==> src/hw/rtl/mind_pkg.sv <==
// ============================================================================
// mind_pkg: shared definitions for the minimum-image distance core
// Widths, register indexes, sequencer states and the control bundle that
// drives the shared multiply-accumulate unit.
// ============================================================================
package mind_pkg;

    // Default widths of positions and matrix coefficients.
    localparam int POS_WIDTH_DEF  = 24;
    localparam int COEF_WIDTH_DEF = 20;

    // Configuration register file.
    localparam int N_REGS    = 6;
    localparam int REG_W     = 60;
    localparam int CFG_IDX_W = 3;

    // Result fields.
    localparam int OUT_W = 24;

    // Fractional bits of the products in both matrix passes.
    localparam int FRAC_SHIFT = 26;
    // Width of a fractional remainder: |r| <= 2^(FRAC_SHIFT-1).
    localparam int REM_W = FRAC_SHIFT + 1;

    typedef logic [CFG_IDX_W-1:0] t_cfg_idx;

    // Register indexes.
    localparam t_cfg_idx REG_INV_X  = 3'd0;
    localparam t_cfg_idx REG_INV_Y  = 3'd1;
    localparam t_cfg_idx REG_INV_Z  = 3'd2;
    localparam t_cfg_idx REG_CELL_A = 3'd3;
    localparam t_cfg_idx REG_CELL_B = 3'd4;
    localparam t_cfg_idx REG_CELL_C = 3'd5;

    // Sequencer states.
    typedef enum logic [2:0] {
        S_IDLE,
        S_FRAC,
        S_BACK,
        S_SQ,
        S_ROOT,
        S_DONE
    } t_state;

    // Control of the shared multiply-accumulate unit.
    typedef struct packed {
        logic issue;  // operands are valid this cycle
        logic first;  // first term of a sum: restart the accumulator
        logic last;   // last term of a sum: flag the finished sum
    } t_mac_ctl;

endpackage

==> src/hw/rtl/mind_if.sv <==
// ============================================================================
// mind_if: request channels of the minimum-image distance core
// Input pair channel, result channel and configuration write channel.
// ============================================================================
interface mind_in_if #(
    parameter int POS_WIDTH = mind_pkg::POS_WIDTH_DEF
);
    logic                        valid;
    logic                        ready;
    logic signed [POS_WIDTH-1:0] center_x;
    logic signed [POS_WIDTH-1:0] center_y;
    logic signed [POS_WIDTH-1:0] center_z;
    logic signed [POS_WIDTH-1:0] neighbor_x;
    logic signed [POS_WIDTH-1:0] neighbor_y;
    logic signed [POS_WIDTH-1:0] neighbor_z;
    logic                        end_of_set;

    modport source (
        output valid, center_x, center_y, center_z,
        output neighbor_x, neighbor_y, neighbor_z, end_of_set,
        input  ready
    );
    modport sink (
        input  valid, center_x, center_y, center_z,
        input  neighbor_x, neighbor_y, neighbor_z, end_of_set,
        output ready
    );
endinterface

interface mind_out_if;
    logic                         valid;
    logic                         ready;
    logic [mind_pkg::OUT_W-1:0]   pair_distance;
    logic [mind_pkg::OUT_W-1:0]   running_max;
    logic                         final_result;

    modport source (
        output valid, pair_distance, running_max, final_result,
        input  ready
    );
    modport sink (
        input  valid, pair_distance, running_max, final_result,
        output ready
    );
endinterface

interface mind_cfg_if;
    logic                       valid;
    logic                       ready;
    mind_pkg::t_cfg_idx         index;
    logic [mind_pkg::REG_W-1:0] data;

    modport source (
        output valid, index, data,
        input  ready
    );
    modport sink (
        input  valid, index, data,
        output ready
    );
endinterface

==> src/hw/rtl/mind_mac.sv <==
// ============================================================================
// mind_mac: shared signed multiply-accumulate unit
// One registered multiplier followed by a registered accumulator. A sum of
// terms issued on consecutive cycles is ready once its last term has passed both registers.
// ============================================================================
module mind_mac #(
    parameter int AW    = 21,
    parameter int BW    = 27,
    parameter int ACC_W = 50
) (
    input  logic                    i_clk,
    input  logic                    i_rst_n,
    input  mind_pkg::t_mac_ctl      i_ctl,
    input  logic signed [AW-1:0]    i_a,
    input  logic signed [BW-1:0]    i_b,
    output logic signed [ACC_W-1:0] o_acc,
    output logic                    o_done
);

    logic signed [AW+BW-1:0]  r_prod;
    logic signed [ACC_W-1:0]  r_acc;
    logic signed [ACC_W-1:0]  n_acc;
    logic signed [ACC_W-1:0]  prod_ext;
    logic                     r_v1;
    logic                     r_first1;
    logic                     r_last1;
    logic                     r_done;

    // Product stage.
    always_ff @(posedge i_clk) begin
        r_prod <= i_a * i_b;
    end

    // Accumulate stage: restart on the first term of a sum.
    assign prod_ext = ACC_W'(r_prod);

    always_comb begin
        n_acc = r_acc;
        if (r_v1) begin
            n_acc = r_first1 ? prod_ext : r_acc + prod_ext;
        end
    end

    always_ff @(posedge i_clk) begin
        r_acc <= n_acc;
    end

    // Term flags follow the data through both stages.
    always_ff @(posedge i_clk) begin
        if (!i_rst_n) begin
            r_v1     <= 1'b0;
            r_first1 <= 1'b0;
            r_last1  <= 1'b0;
            r_done   <= 1'b0;
        end else begin
            r_v1     <= i_ctl.issue;
            r_first1 <= i_ctl.first;
            r_last1  <= i_ctl.last;
            r_done   <= r_v1 & r_last1;
        end
    end

    assign o_acc  = r_acc;
    assign o_done = r_done;

endmodule

==> src/hw/rtl/mind_isqrt.sv <==
// ============================================================================
// mind_isqrt: bit-serial integer square root
// Restoring digit-by-digit root, one result bit per cycle. The root is the
// floor of the square root and stays valid until the next start.
// ============================================================================
module mind_isqrt #(
    parameter int RT_W = 21
) (
    input  logic                i_clk,
    input  logic                i_rst_n,
    input  logic                i_start,
    input  logic [2*RT_W-1:0]   i_rad,
    output logic                o_done,
    output logic [RT_W-1:0]     o_root
);

    localparam int SQ_W  = 2 * RT_W;
    localparam int RM_W  = RT_W + 3;
    localparam int CNT_W = $clog2(RT_W + 1);

    logic             r_busy;
    logic             r_done;
    logic [CNT_W-1:0] r_cnt;
    logic [SQ_W-1:0]  r_rad;
    logic [RM_W-1:0]  r_rem;
    logic [RT_W-1:0]  r_root;

    logic [RM_W-1:0]  rem_shift;
    logic [RM_W-1:0]  trial;
    logic             fits;

    // One step: bring down two radicand bits and try the next root bit.
    assign rem_shift = {r_rem[RM_W-3:0], r_rad[SQ_W-1 -: 2]};
    assign trial     = RM_W'({r_root, 2'b01});
    assign fits      = rem_shift >= trial;

    // Datapath registers.
    always_ff @(posedge i_clk) begin
        if (i_start) begin
            r_rad  <= i_rad;
            r_rem  <= '0;
            r_root <= '0;
        end else if (r_busy) begin
            r_rad  <= {r_rad[SQ_W-3:0], 2'b00};
            r_rem  <= fits ? rem_shift - trial : rem_shift;
            r_root <= {r_root[RT_W-2:0], fits};
        end
    end

    // Step counter.
    always_ff @(posedge i_clk) begin
        if (!i_rst_n) begin
            r_busy <= 1'b0;
            r_done <= 1'b0;
            r_cnt  <= '0;
        end else begin
            r_done <= 1'b0;
            if (i_start) begin
                r_busy <= 1'b1;
                r_cnt  <= CNT_W'(RT_W);
            end else if (r_busy) begin
                r_cnt <= r_cnt - 1'b1;
                if (r_cnt == CNT_W'(1)) begin
                    r_busy <= 1'b0;
                    r_done <= 1'b1;
                end
            end
        end
    end

    assign o_done = r_done;
    assign o_root = r_root;

endmodule

==> src/hw/rtl/min_image_neighbor_max_distance_core.sv <==
// ============================================================================
// min_image_neighbor_max_distance_core: periodic minimum-image pair distance
// Maps each pair difference to fractional cell coordinates, wraps it to the
// nearest image, maps it back and takes the length, keeping a running maximum.
// ============================================================================
// Requests are taken only in the idle state, one at a time; the pace is set by the
// single shared multiplier (21 products) and the one-bit-per-cycle square root.
// A finished result waits in the output register while the next request runs.
// Reset (synchronous, active low) clears the matrix registers and the maximum.
// ============================================================================
module min_image_neighbor_max_distance_core #(
    parameter int POS_WIDTH  = mind_pkg::POS_WIDTH_DEF,
    parameter int COEF_WIDTH = mind_pkg::COEF_WIDTH_DEF
) (
    input  logic        i_clk,
    input  logic        i_rst_n,
    mind_cfg_if.sink    i_cfg,
    mind_in_if.sink     i_in,
    mind_out_if.source  o_out
);

    localparam int DW    = POS_WIDTH + 1;
    localparam int RW    = mind_pkg::REM_W;
    localparam int FS    = mind_pkg::FRAC_SHIFT;
    localparam int AW    = COEF_WIDTH + 1;
    localparam int BW    = (DW > RW) ? DW : RW;
    localparam int ACC_W = AW + BW + 2;
    localparam int RT_W  = COEF_WIDTH + 1;
    localparam int CW3   = 3 * COEF_WIDTH;
    localparam int OW    = mind_pkg::OUT_W;

    // Configuration registers.
    logic [mind_pkg::REG_W-1:0] r_cfg [mind_pkg::N_REGS];

    // Sequencer.
    mind_pkg::t_state r_state;
    mind_pkg::t_state n_state;
    logic [1:0]       r_row;
    logic [1:0]       r_col;
    logic [1:0]       r_res;
    logic             r_iss_end;
    logic [1:0]       last_row;
    logic             phase_end;

    // Per-request working registers.
    logic signed [DW-1:0]    r_delta [3];
    logic signed [RW-1:0]    r_rem [3];
    logic [COEF_WIDTH-1:0]   r_mag [3];
    logic                    r_last_in;
    logic [OW-1:0]           r_max;

    // Output register.
    logic          r_out_valid;
    logic [OW-1:0] r_out_dist;
    logic [OW-1:0] r_out_max;
    logic          r_out_final;

    // Shared unit connections.
    mind_pkg::t_mac_ctl       mac_ctl;
    logic signed [AW-1:0]     op_a;
    logic signed [BW-1:0]     op_b;
    logic signed [ACC_W-1:0]  acc;
    logic                     acc_done;
    logic                     sq_start;
    logic                     sq_done;
    logic [RT_W-1:0]          root;

    // Coefficient selection.
    mind_pkg::t_cfg_idx         sel_idx;
    logic [1:0]                 sel_k;
    logic [CW3-1:0]             sel_word;
    logic signed [COEF_WIDTH-1:0] coef;

    // Remainder and rounding logic on a finished sum.
    logic [FS-1:0]           acc_low;
    logic                    acc_neg;
    logic                    acc_tie;
    logic                    acc_up;
    logic signed [RW-1:0]    rem_val;
    logic signed [AW-1:0]    m_floor;
    logic signed [AW-1:0]    m_val;
    logic signed [AW-1:0]    m_abs;

    // Result logic.
    logic [OW-1:0] pair_dist;
    logic [OW-1:0] n_max;
    logic          out_load;
    logic          in_acc;

    // ------------------------------------------------------------------
    // Configuration writes; indexes past the register file are dropped.
    // ------------------------------------------------------------------
    assign i_cfg.ready = 1'b1;

    always_ff @(posedge i_clk) begin
        if (!i_rst_n) begin
            for (int i = 0; i < mind_pkg::N_REGS; i++) begin
                r_cfg[i] <= '0;
            end
        end else if (i_cfg.valid && (i_cfg.index < mind_pkg::t_cfg_idx'(mind_pkg::N_REGS))) begin
            r_cfg[i_cfg.index] <= i_cfg.data;
        end
    end

    // ------------------------------------------------------------------
    // Operand selection for the shared multiply-accumulate unit.
    // Forward pass: row d of the inverse matrix times delta.
    // Backward pass: column k of the cell matrix times the remainders.
    // Square pass: each rounded magnitude times itself.
    // ------------------------------------------------------------------
    assign sel_word = CW3'(r_cfg[sel_idx]);
    assign coef     = sel_word[sel_k*COEF_WIDTH +: COEF_WIDTH];

    always_comb begin
        sel_idx = mind_pkg::REG_INV_X;
        sel_k   = r_col;
        op_a    = AW'(coef);
        op_b    = '0;
        case (r_state)
            mind_pkg::S_FRAC: begin
                sel_idx = mind_pkg::REG_INV_X + mind_pkg::t_cfg_idx'(r_row);
                sel_k   = r_col;
                op_a    = AW'(coef);
                op_b    = BW'(r_delta[r_col]);
            end
            mind_pkg::S_BACK: begin
                sel_idx = mind_pkg::REG_CELL_A + mind_pkg::t_cfg_idx'(r_col);
                sel_k   = r_row;
                op_a    = AW'(coef);
                op_b    = BW'(r_rem[r_col]);
            end
            mind_pkg::S_SQ: begin
                op_a = AW'(r_mag[r_col]);
                op_b = BW'(r_mag[r_col]);
            end
            default: begin
                op_b = '0;
            end
        endcase
    end

    assign last_row = (r_state == mind_pkg::S_SQ) ? 2'd0 : 2'd2;

    always_comb begin
        mac_ctl.issue = 1'b0;
        mac_ctl.first = (r_col == 2'd0);
        mac_ctl.last  = (r_col == 2'd2);
        if ((r_state == mind_pkg::S_FRAC || r_state == mind_pkg::S_BACK ||
             r_state == mind_pkg::S_SQ) && !r_iss_end) begin
            mac_ctl.issue = 1'b1;
        end
    end

    mind_mac #(
        .AW    (AW),
        .BW    (BW),
        .ACC_W (ACC_W)
    ) u_mac (
        .i_clk   (i_clk),
        .i_rst_n (i_rst_n),
        .i_ctl   (mac_ctl),
        .i_a     (op_a),
        .i_b     (op_b),
        .o_acc   (acc),
        .o_done  (acc_done)
    );

    // ------------------------------------------------------------------
    // Rounding of a finished sum, half away from zero, without taking the
    // absolute value: round up on a high low half, except on an exact tie
    // of a negative sum.
    // ------------------------------------------------------------------
    assign acc_low = acc[FS-1:0];
    assign acc_neg = acc[ACC_W-1];
    assign acc_tie = acc_low[FS-1] && (acc_low[FS-2:0] == '0);
    assign acc_up  = acc_low[FS-1] && !(acc_tie && acc_neg);

    // Remainder after removing the nearest integer cell offset.
    assign rem_val = {acc_up, acc_low};

    // Back-mapped component rounded to Q.8 and its magnitude.
    assign m_floor = acc[FS +: AW];
    assign m_val   = m_floor + AW'({1'b0, acc_up});
    assign m_abs   = m_val[AW-1] ? -m_val : m_val;

    // ------------------------------------------------------------------
    // Square root of the sum of squares.
    // ------------------------------------------------------------------
    assign sq_start = (r_state == mind_pkg::S_SQ) && acc_done;

    mind_isqrt #(
        .RT_W (RT_W)
    ) u_isqrt (
        .i_clk   (i_clk),
        .i_rst_n (i_rst_n),
        .i_start (sq_start),
        .i_rad   (acc[2*RT_W-1:0]),
        .o_done  (sq_done),
        .o_root  (root)
    );

    // ------------------------------------------------------------------
    // Sequencer next state.
    // ------------------------------------------------------------------
    assign phase_end = acc_done && (r_res == 2'd2);
    assign in_acc    = i_in.valid && i_in.ready;
    assign out_load  = (r_state == mind_pkg::S_DONE) && (!r_out_valid || o_out.ready);

    always_comb begin
        n_state = r_state;
        case (r_state)
            mind_pkg::S_IDLE: begin
                if (i_in.valid) begin
                    n_state = mind_pkg::S_FRAC;
                end
            end
            mind_pkg::S_FRAC: begin
                if (phase_end) begin
                    n_state = mind_pkg::S_BACK;
                end
            end
            mind_pkg::S_BACK: begin
                if (phase_end) begin
                    n_state = mind_pkg::S_SQ;
                end
            end
            mind_pkg::S_SQ: begin
                if (acc_done) begin
                    n_state = mind_pkg::S_ROOT;
                end
            end
            mind_pkg::S_ROOT: begin
                if (sq_done) begin
                    n_state = mind_pkg::S_DONE;
                end
            end
            mind_pkg::S_DONE: begin
                if (out_load) begin
                    n_state = mind_pkg::S_IDLE;
                end
            end
            default: begin
                n_state = mind_pkg::S_IDLE;
            end
        endcase
    end

    assign i_in.ready = (r_state == mind_pkg::S_IDLE);

    // State register and term counters.
    always_ff @(posedge i_clk) begin
        if (!i_rst_n) begin
            r_state   <= mind_pkg::S_IDLE;
            r_row     <= '0;
            r_col     <= '0;
            r_res     <= '0;
            r_iss_end <= 1'b0;
        end else begin
            r_state <= n_state;
            if (n_state != r_state) begin
                r_row     <= '0;
                r_col     <= '0;
                r_res     <= '0;
                r_iss_end <= 1'b0;
            end else begin
                if (mac_ctl.issue) begin
                    if (r_col == 2'd2) begin
                        r_col <= '0;
                        r_row <= r_row + 1'b1;
                        if (r_row == last_row) begin
                            r_iss_end <= 1'b1;
                        end
                    end else begin
                        r_col <= r_col + 1'b1;
                    end
                end
                if (acc_done) begin
                    r_res <= r_res + 1'b1;
                end
            end
        end
    end

    // ------------------------------------------------------------------
    // Working registers: differences on accept, remainders and magnitudes
    // as each sum finishes.
    // ------------------------------------------------------------------
    always_ff @(posedge i_clk) begin
        if (in_acc) begin
            r_delta[0] <= DW'(i_in.neighbor_x) - DW'(i_in.center_x);
            r_delta[1] <= DW'(i_in.neighbor_y) - DW'(i_in.center_y);
            r_delta[2] <= DW'(i_in.neighbor_z) - DW'(i_in.center_z);
            r_last_in  <= i_in.end_of_set;
        end
        if (acc_done && (r_state == mind_pkg::S_FRAC)) begin
            r_rem[r_res] <= rem_val;
        end
        if (acc_done && (r_state == mind_pkg::S_BACK)) begin
            r_mag[r_res] <= m_abs[COEF_WIDTH-1:0];
        end
    end

    // ------------------------------------------------------------------
    // Result, running maximum and output register. The root is at most
    // COEF_WIDTH + 1 bits, so it fits the OUT_W-bit output range for COEF_WIDTH up to 23.
    // ------------------------------------------------------------------
    assign pair_dist = OW'(root);
    assign n_max     = (pair_dist > r_max) ? pair_dist : r_max;

    always_ff @(posedge i_clk) begin
        if (!i_rst_n) begin
            r_max       <= '0;
            r_out_valid <= 1'b0;
        end else begin
            if (out_load) begin
                r_max       <= r_last_in ? '0 : n_max;
                r_out_valid <= 1'b1;
            end else if (o_out.ready) begin
                r_out_valid <= 1'b0;
            end
        end
    end

    always_ff @(posedge i_clk) begin
        if (out_load) begin
            r_out_dist  <= pair_dist;
            r_out_max   <= n_max;
            r_out_final <= r_last_in;
        end
    end

    assign o_out.valid         = r_out_valid;
    assign o_out.pair_distance = r_out_dist;
    assign o_out.running_max   = r_out_max;
    assign o_out.final_result  = r_out_final;

endmodule
==> src/flat_wrapper.sv <==
// flat-port wrapper written by rule: the top's interface ports become plain ports
module min_image_neighbor_max_distance_core_flat 
#(
    parameter int POS_WIDTH  = mind_pkg::POS_WIDTH_DEF,
    parameter int COEF_WIDTH = mind_pkg::COEF_WIDTH_DEF
)
  (i_clk, i_rst_n, i_cfg_valid, i_cfg_index, i_cfg_data, i_cfg_ready, i_in_valid, i_in_center_x, i_in_center_y, i_in_center_z, i_in_neighbor_x, i_in_neighbor_y, i_in_neighbor_z, i_in_end_of_set, i_in_ready, o_out_valid, o_out_pair_distance, o_out_running_max, o_out_final_result, o_out_ready);
  mind_cfg_if i_cfg_i ();
  mind_in_if #(.POS_WIDTH(POS_WIDTH)) i_in_i ();
  mind_out_if o_out_i ();
  input  logic i_clk;
  input  logic i_rst_n;
  input wire logic [$bits(i_cfg_i.valid)-1:0] i_cfg_valid;
  input wire logic [$bits(i_cfg_i.index)-1:0] i_cfg_index;
  input wire logic [$bits(i_cfg_i.data)-1:0] i_cfg_data;
  output wire logic [$bits(i_cfg_i.ready)-1:0] i_cfg_ready;
  input wire logic [$bits(i_in_i.valid)-1:0] i_in_valid;
  input wire logic [$bits(i_in_i.center_x)-1:0] i_in_center_x;
  input wire logic [$bits(i_in_i.center_y)-1:0] i_in_center_y;
  input wire logic [$bits(i_in_i.center_z)-1:0] i_in_center_z;
  input wire logic [$bits(i_in_i.neighbor_x)-1:0] i_in_neighbor_x;
  input wire logic [$bits(i_in_i.neighbor_y)-1:0] i_in_neighbor_y;
  input wire logic [$bits(i_in_i.neighbor_z)-1:0] i_in_neighbor_z;
  input wire logic [$bits(i_in_i.end_of_set)-1:0] i_in_end_of_set;
  output wire logic [$bits(i_in_i.ready)-1:0] i_in_ready;
  output wire logic [$bits(o_out_i.valid)-1:0] o_out_valid;
  output wire logic [$bits(o_out_i.pair_distance)-1:0] o_out_pair_distance;
  output wire logic [$bits(o_out_i.running_max)-1:0] o_out_running_max;
  output wire logic [$bits(o_out_i.final_result)-1:0] o_out_final_result;
  input wire logic [$bits(o_out_i.ready)-1:0] o_out_ready;
  assign i_cfg_i.valid = i_cfg_valid;
  assign i_cfg_i.index = i_cfg_index;
  assign i_cfg_i.data = i_cfg_data;
  assign i_cfg_ready = i_cfg_i.ready;
  assign i_in_i.valid = i_in_valid;
  assign i_in_i.center_x = i_in_center_x;
  assign i_in_i.center_y = i_in_center_y;
  assign i_in_i.center_z = i_in_center_z;
  assign i_in_i.neighbor_x = i_in_neighbor_x;
  assign i_in_i.neighbor_y = i_in_neighbor_y;
  assign i_in_i.neighbor_z = i_in_neighbor_z;
  assign i_in_i.end_of_set = i_in_end_of_set;
  assign i_in_ready = i_in_i.ready;
  assign o_out_valid = o_out_i.valid;
  assign o_out_pair_distance = o_out_i.pair_distance;
  assign o_out_running_max = o_out_i.running_max;
  assign o_out_final_result = o_out_i.final_result;
  assign o_out_i.ready = o_out_ready;
  min_image_neighbor_max_distance_core #(.POS_WIDTH(POS_WIDTH), .COEF_WIDTH(COEF_WIDTH)) u_core (.i_clk(i_clk), .i_rst_n(i_rst_n), .i_cfg(i_cfg_i), .i_in(i_in_i), .o_out(o_out_i));
endmodule
==> config.mk <==
export PLATFORM = sky130hd
export DESIGN_NAME = min_image_neighbor_max_distance_core_flat
export DESIGN_NICKNAME = d
export VERILOG_FILES = /design/src/hw/rtl/mind_pkg.sv /design/src/hw/rtl/mind_if.sv /design/src/hw/rtl/mind_mac.sv /design/src/hw/rtl/mind_isqrt.sv /design/src/hw/rtl/min_image_neighbor_max_distance_core.sv /design/src/flat_wrapper.sv
export SDC_FILE = /design/constraint.sdc
export NUM_CORES = 2
export LEC_CHECK = 0
export BUFFER_PORTS_ARGS = -buffer_cell sky130_fd_sc_hd__buf_2
export CAP_MARGIN = 20
export CORE_MARGIN = 1.5
export CORE_UTILIZATION = 55
export DETAILED_ROUTE_END_ITERATION = 16
export GPL_TIMING_DRIVEN = 0
export PLACE_DENSITY = 0.72
export RECOVER_POWER = 50
export SLEW_MARGIN = 5
export SYNTH_ARGS = -nofsm -noshare
export SYNTH_HDL_FRONTEND = slang
export SYNTH_HIERARCHICAL = 1
export SYNTH_SLANG_ARGS = --single-unit
==> constraint.sdc <==
create_clock -name i_clk -period 10 [get_ports i_clk]
set_input_delay 1.5 -clock i_clk [delete_from_list [all_inputs] [get_ports i_clk]]
set_output_delay 1.5 -clock i_clk [all_outputs]
set_load 0.02 [all_outputs]
; ---- Yosys cells after proc, flatten, opt, wreduce, memory -nomap -nowiden
; Memories as Yosys holds them, arrays and structs flattened. A register that Yosys moved wholly into a read port is not among the register bits.
; Cells that the tools add are included.
[classes]
add_sub_neg = 12
mul = 2
div = 0
magnitude_cmp = 3
n_eq_ne = 10
shifts = 1
mux = 48
bitwise = 3
reduce_logical = 28
[op_table]
columns = op, n
row1 = 2-to-1 mux 42 bit, 2
row2 = case mux 27 bit (3 select lines), 1
row3 = subtractor 24 x 24 -> 25 bit, 3
row4 = 2-to-1 mux 60 bit, 1
row5 = OR reduction 60 bit, 1
row6 = variable part select 60 x 8 -> 20 bit, 1
row7 = adder 50 x 48 -> 50 bit, 1
row8 = 2-to-1 mux 50 bit, 1
row9 = multiplier 21 x 27 -> 48 bit, 1
row10 = 2-to-1 mux 24 bit, 2
row11 = zero test 25 bit, 1
row12 = >= comparator 24 x 23 -> 1 bit, 1
row13 = > comparator 21 x 24 -> 1 bit, 1
row14 = 2-to-1 mux 22 bit, 1
row15 = subtractor 22 bit, 1
row16 = adder 21 x 1 -> 21 bit, 1
row17 = 2-to-1 mux 21 bit, 1
row18 = 2-to-1 mux 3 bit, 7
row19 = 2-to-1 mux 20 bit, 1
row20 = negator 20 bit, 1
row21 = 2-to-1 mux 1 bit, 18
row22 = 2-to-1 mux 2 bit, 9
row23 = case mux 3 bit (6 select lines), 1
row24 = logical AND 1 bit, 11
row25 = other kinds (25), 38
[totals]
regBits = 276
latch_bits = 0
ram_bits = 576
mem_bits_ro = 0
in_bits = 213
out_inout_bits = 52
word_cells = 135
mem_count = 4
[mem_list]
columns = name, depth, width, read_ports, rd_ports_with_merged_regs, wr, line
row1 = u_core.r_cfg, 6, 60, 1, 0, 6, min_image_neighbor_max_distance_core.sv:33  ; logic [mind_pkg::REG_W-1:0] r_cfg [mind_pkg::N_REGS];
row2 = u_core.r_rem, 3, 27, 1, 1, 1, min_image_neighbor_max_distance_core.sv:47  ; logic signed [RW-1:0] r_rem [3];
row3 = u_core.r_delta, 3, 25, 1, 1, 3, min_image_neighbor_max_distance_core.sv:46  ; logic signed [DW-1:0] r_delta [3];
row4 = u_core.r_mag, 3, 20, 1, 1, 1, min_image_neighbor_max_distance_core.sv:48  ; logic [COEF_WIDTH-1:0] r_mag [3];

; ---- Depth between registers and ports, before layout
[depth]
depth_word = 8
ltp_mapped = 40
depth_no_buf = 35

; ---- By module
; The synthesis kept the hierarchy.
[by_module_without_submodules]
columns = mod, n_inst, cells_each, area_per_inst_um2, seq_area_each_um2
row1 = min_image_neighbor_max_distance_core, 1, 3026, 37230.7, 23052.1
row2 = mind_mac, 1, 2859, 25954.9, 2542.4
row3 = mind_isqrt, 1, 488, 5043.6, 2262.2

; ---- Least setup slack after synthesis
; Ideal clock, no wire load.
[synth_timing]
path_kind = register to register
from = register u_core.r_col[0]
to = register u_core.u_mac.r_prod[47]
setup_ns = 0.121
arrival_ns = 8.934
required_ns = 9.879
setup_slack_ns = 0.945
stages_incl_launch_ff = 36
path_buffers = 5
synth_period_minus_slack_ns = 9.055
path_cell_list = dfxtp_1 -> buf_2 -> inv_1 -> ha_1 -> or3b_4 -> a21oi_4 -> buf_6 -> buf_6 -> buf_4 -> nand2_1 -> nand3_1 -> nand3_1 -> o311ai_1 -> clkbuf_1 -> and2_1 -> fa_1 -> inv_1 -> fa_1 -> fa_1 -> inv_1 -> fa_1 -> fa_1 -> fa_1 -> inv_1 -> fa_1 -> inv_1 -> ha_1 -> a21o_1 -> a21o_1 -> o21bai_1 -> a211oi_1 -> o41ai_4 -> a211oi_1 -> o311a_1 -> o21bai_1 -> xnor2_1
[synth_via]
elab_chain_len = 6
word_cells_on_any_way = 8
classes_between = add/sub (1) / mul (2) / shift (1) / mux (3) / memory (1)
[synth_rtl]
columns = item, line
row1 = start: declaration, min_image_neighbor_max_distance_core.sv:39  ; logic [1:0] r_col;
row2 = start signal: assignment, min_image_neighbor_max_distance_core.sv:274  ; r_col <= r_col + 1'b1;
row3 = branches (longest 3 deep; another with multiplier 2 x 3 -> 5 bit), n/a
row4 = variable part select 60 x 8 -> 20 bit *, min_image_neighbor_max_distance_core.sv:112  ; assign coef = sel_word[sel_k*COEF_WIDTH +: COEF_WIDTH];
row5 = 2-to-1 mux 21 bit *, min_image_neighbor_max_distance_core.sv:119  ; case (r_state)
row6 = net u_core.op_a[3], min_image_neighbor_max_distance_core.sv:60  ; logic signed [AW-1:0] op_a;
row7 = multiplier 21 x 27 -> 48 bit *, mind_mac.sv:31  ; r_prod <= i_a * i_b;
row8 = end signal: assignment, mind_mac.sv:31
row9 = end: declaration, mind_mac.sv:20  ; logic signed [AW+BW-1:0] r_prod;
; Mark *: on every way through the listed nets, which the timed path passes.
; A chain may end at the register's enable or synchronous reset.

; ---- Worst setup path after layout
; Ends and elaborated chain as after synthesis.

==> results.sh <==
export IMPL_status="finished with violations"
export IMPL_violations="capacitance limit, slew limit"
export IMPL_yosysWarnings=6
export IMPL_grt_pass1_wl_um=295000
export IMPL_synthMuxAreaShare_pct=5.43
export IMPL_routed_wl_met3_um=19200
export IMPL_core_area_um2=123000
export IMPL_rows=129
export IMPL_h_tree_depth=3
export IMPL_cts_made_buffers=95
export IMPL_clock_skew_ns=0.0420
export IMPL_timing_fmax_ghz=0.101
export IMPL_synth_edff_count=835
export IMPL_post_dp_hpwl_um=152000
export IMPL_yosys_area_share_simple_pct=13.0
export IMPL_clock_root_buffer="clkbuf_16"
export IMPL_synth_ff_type="edfxtp_1"
export IMPL_route_vias_total=50200
export IMPL_numPortBuffers=259
export IMPL_crit_type="flip-flop to flip-flop"
export IMPL_path_max_fanout=10
export IMPL_final_common_cell="inv_1"
export IMPL_drv_cap=6
export IMPL_clock_sinks=974
export IMPL_n_fill_cell=9986
export IMPL_first_iter_violations=5184
export IMPL_hp_class="flip-flop to flip-flop"
export IMPL_antenna_found_initial=8
export IMPL_arrival_ns=10.43
export IMPL_tightest_slew_ns=3.63
export IMPL_ys_types=102
export IMPL_p_leak_nw=31.9
export IMPL_slew_viol_final=213
export IMPL_critical_path_required_ns=10.58
export IMPL_die_w_um=355
export IMPL_drt_total_wl_um=197000
export IMPL_synthXorXnorAreaFrac_pct=2.80
export IMPL_fin_area_um2=76700
export IMPL_cts_tree="yes"
export IMPL_areaGrowthSynthToFinish_pct=12.5
export IMPL_whs_ns=0.458
export IMPL_grt_use_total_pct=31.1
export IMPL_synth_seq_cells=974
export IMPL_grt_pass1_vias=49700
export IMPL_hold_viol=0
export IMPL_setup_violations=0
export IMPL_relSlewSlack_pct=-142
export IMPL_avgSynthCellArea_um2=10.7
export IMPL_wl_met1_um=73900
export IMPL_drt_pass1_iterations=6
export IMPL_placed_cell_area_um2=72600
export IMPL_synth_top_family_by_area="adder cells"
export IMPL_routed_top_layer="met5"
export IMPL_dieArea_um2=126000
export IMPL_synth_compound_area_share_pct=8.61
export IMPL_drive_gt1_share_pct=11.7
export IMPL_die_h_um=355
export IMPL_place_congestion=1.00
export IMPL_crit_top_cell="fa_1"
export IMPL_ios=265
export IMPL_start_util_pct=55.3
export IMPL_ys_seq_area_share_pct=40.8
export IMPL_worst_path_largest_cell_delay_ns=0.57
export IMPL_insertion_delay_ns=0.72
export IMPL_powerDensity_nw_per_um2=362
export IMPL_layout_common_cells="inv_1 (870), edfxtp_1 (835), nand2_1 (802), fa_1 (573), nor2_1 (486)"
export IMPL_period_share_pct=98.5
export IMPL_drt_wirelength_per_cell_um=22.9
export IMPL_grt_overflow=0
export IMPL_grt_max_degree=71
export IMPL_peakVddDrop_mv=0.787
export IMPL_clockBufferDepth=3
export IMPL_fin_nets=7989
export IMPL_vias_per_cell=5.83
export IMPL_async_flop_share_pct=0
export IMPL_synth_area_um2=68200
export IMPL_slowest_stage="fa_2"
export IMPL_synthAdderAreaFrac_pct=22.4
export IMPL_synthCells=6373
export IMPL_clkTransAtPathRegs_ns=0.06
export IMPL_antenna_left=0
export IMPL_crit_path_start_kind="flip-flop"
export IMPL_min_period_ns=9.85
export IMPL_dr_wl_met2_um=91300
export IMPL_endpoint_kind="flip-flop"
export IMPL_drcViolationCount=0
[power breakdown]
part           switching, mW  internal (mW)
Clock                   1.56           1.96
Sequential             0.290           5.07
Combinational           11.3           7.52
[repair_timing]
action                     in CTS  in global routing
pin swaps                      16                 21
setup endpoints to repair      28                 18
resized for setup             190                151
cloned                          0                  1
setup buffers                  16                 17
hold buffers                    0                  0
[sequential cells by signal (all words and copies together) (netlist names), 22 cells and up, named ones only]
name and flops:
u_core/u_mac/r_prod 48, u_core/o_out.running_max 24, u_core/r_delta 75, u_core/u_mac/o_acc 50
u_core/r_max 24, u_core/u_isqrt/r_rad 42, u_core/u_isqrt/r_rem 22, u_core/r_rem 81
u_core/r_cfg 480, u_core/r_mag 60
[worst max-delay path, delay by kind of cell, from the launching register on]
family,cells,cell delay [ns]
adders and majority gates,9,4.12
AOI/OAI and AO/OA,12,2.63
buffers and inverters,10,1.42
and+or+nand+nor,2,0.56
muxes,1,0.36
DFF,1,0.33
xor gates and xnor gates,1,0.26
[cells by family (layout without fill, tap and decap cells)]
group	after synthesis	count (layout)
flip-flops	974	974
buffers and inverters	1209	1687
multiplexers	259	259
AO/OA/AOI/OAI	878	878
XOR/XNOR	217	217
adder cells (fa/ha/maj)	876	876
AND/OR/NAND/NOR	1958	1958
other	2	129
[synth_stat cells (135+ instances only)]
master	n	area, um2
a21oi_1	197	986
and2_1	250	1560
clkbuf_1	256	961
dfxtp_1	139	2780
edfxtp_1	835	25100
fa_1	577	11600
ha_1	299	3740
inv_1	877	3290
nand2_1	810	3040
nand3_1	155	776
nor2_1	489	1840
o21ai_0	170	851
xnor2_1	135	1180
[area by class of cell]
| cell class | count | area [um2] | share of cell area, % |
|---|---|---|---|
| multi-input cells | 4312 | 36900 | 48.1 |
| flip-flops and latches | 974 | 27900 | 36.3 |
| inverters | 878 | 3300 | 4.30 |
| clock buffers | 124 | 2590 | 3.37 |
| well taps | 1637 | 2050 | 2.67 |
| repair buffers | 312 | 1780 | 2.32 |
| plain buffers | 327 | 1750 | 2.28 |
| clock inverters | 46 | 465 | 0.607 |
| diodes | 5 | 12.5 | 0.0163 |
[layer usage]
layer / global-route usage [%] / up-vias
met5: 0 / -
met4: 17.3 / 4
met3: 6.95 / 549
met2: 49.9 / 2542
met1: 39.2 / 24700
li1: - / 22400
[final timing paths]
path | from | endpoint | slack [ns] | cells after the start
worst max-delay path | u_core/r_col[0] | u_core/u_mac/r_prod[47] | 0.15 | 35
worst min-delay path | u_core/u_mac/r_last1 | u_core/u_mac/o_done | 0.46 | 1
worst max register to register | u_core/r_col[0] | u_core/u_mac/r_prod[47] | 0.15 | 35
worst min register to register | u_core/u_mac/r_last1 | u_core/u_mac/o_done | 0.46 | 1
[metrics by stage]
stage | power, mW | utilization, % | setup WS [ns] | cells | TNS (ns)
after floorplan | 17.7 | - | 0.945 | 6495 | 0
after global placement | 22.4 | 58.4 | -2.83 | 8391 | -64.22
after detailed placement | 22.7 | 58.8 | -1.79 | 8410 | -25.55
after CTS | 26.8 | 62.0 | 0.00132 | 8593 | 0
after global routing | 29.9 | 62.2 | -0.0291 | 8612 | -0.0464
final | 27.7 | 62.2 | 0.145 | 8615 | 0
(Power assumes the default switching activity.)
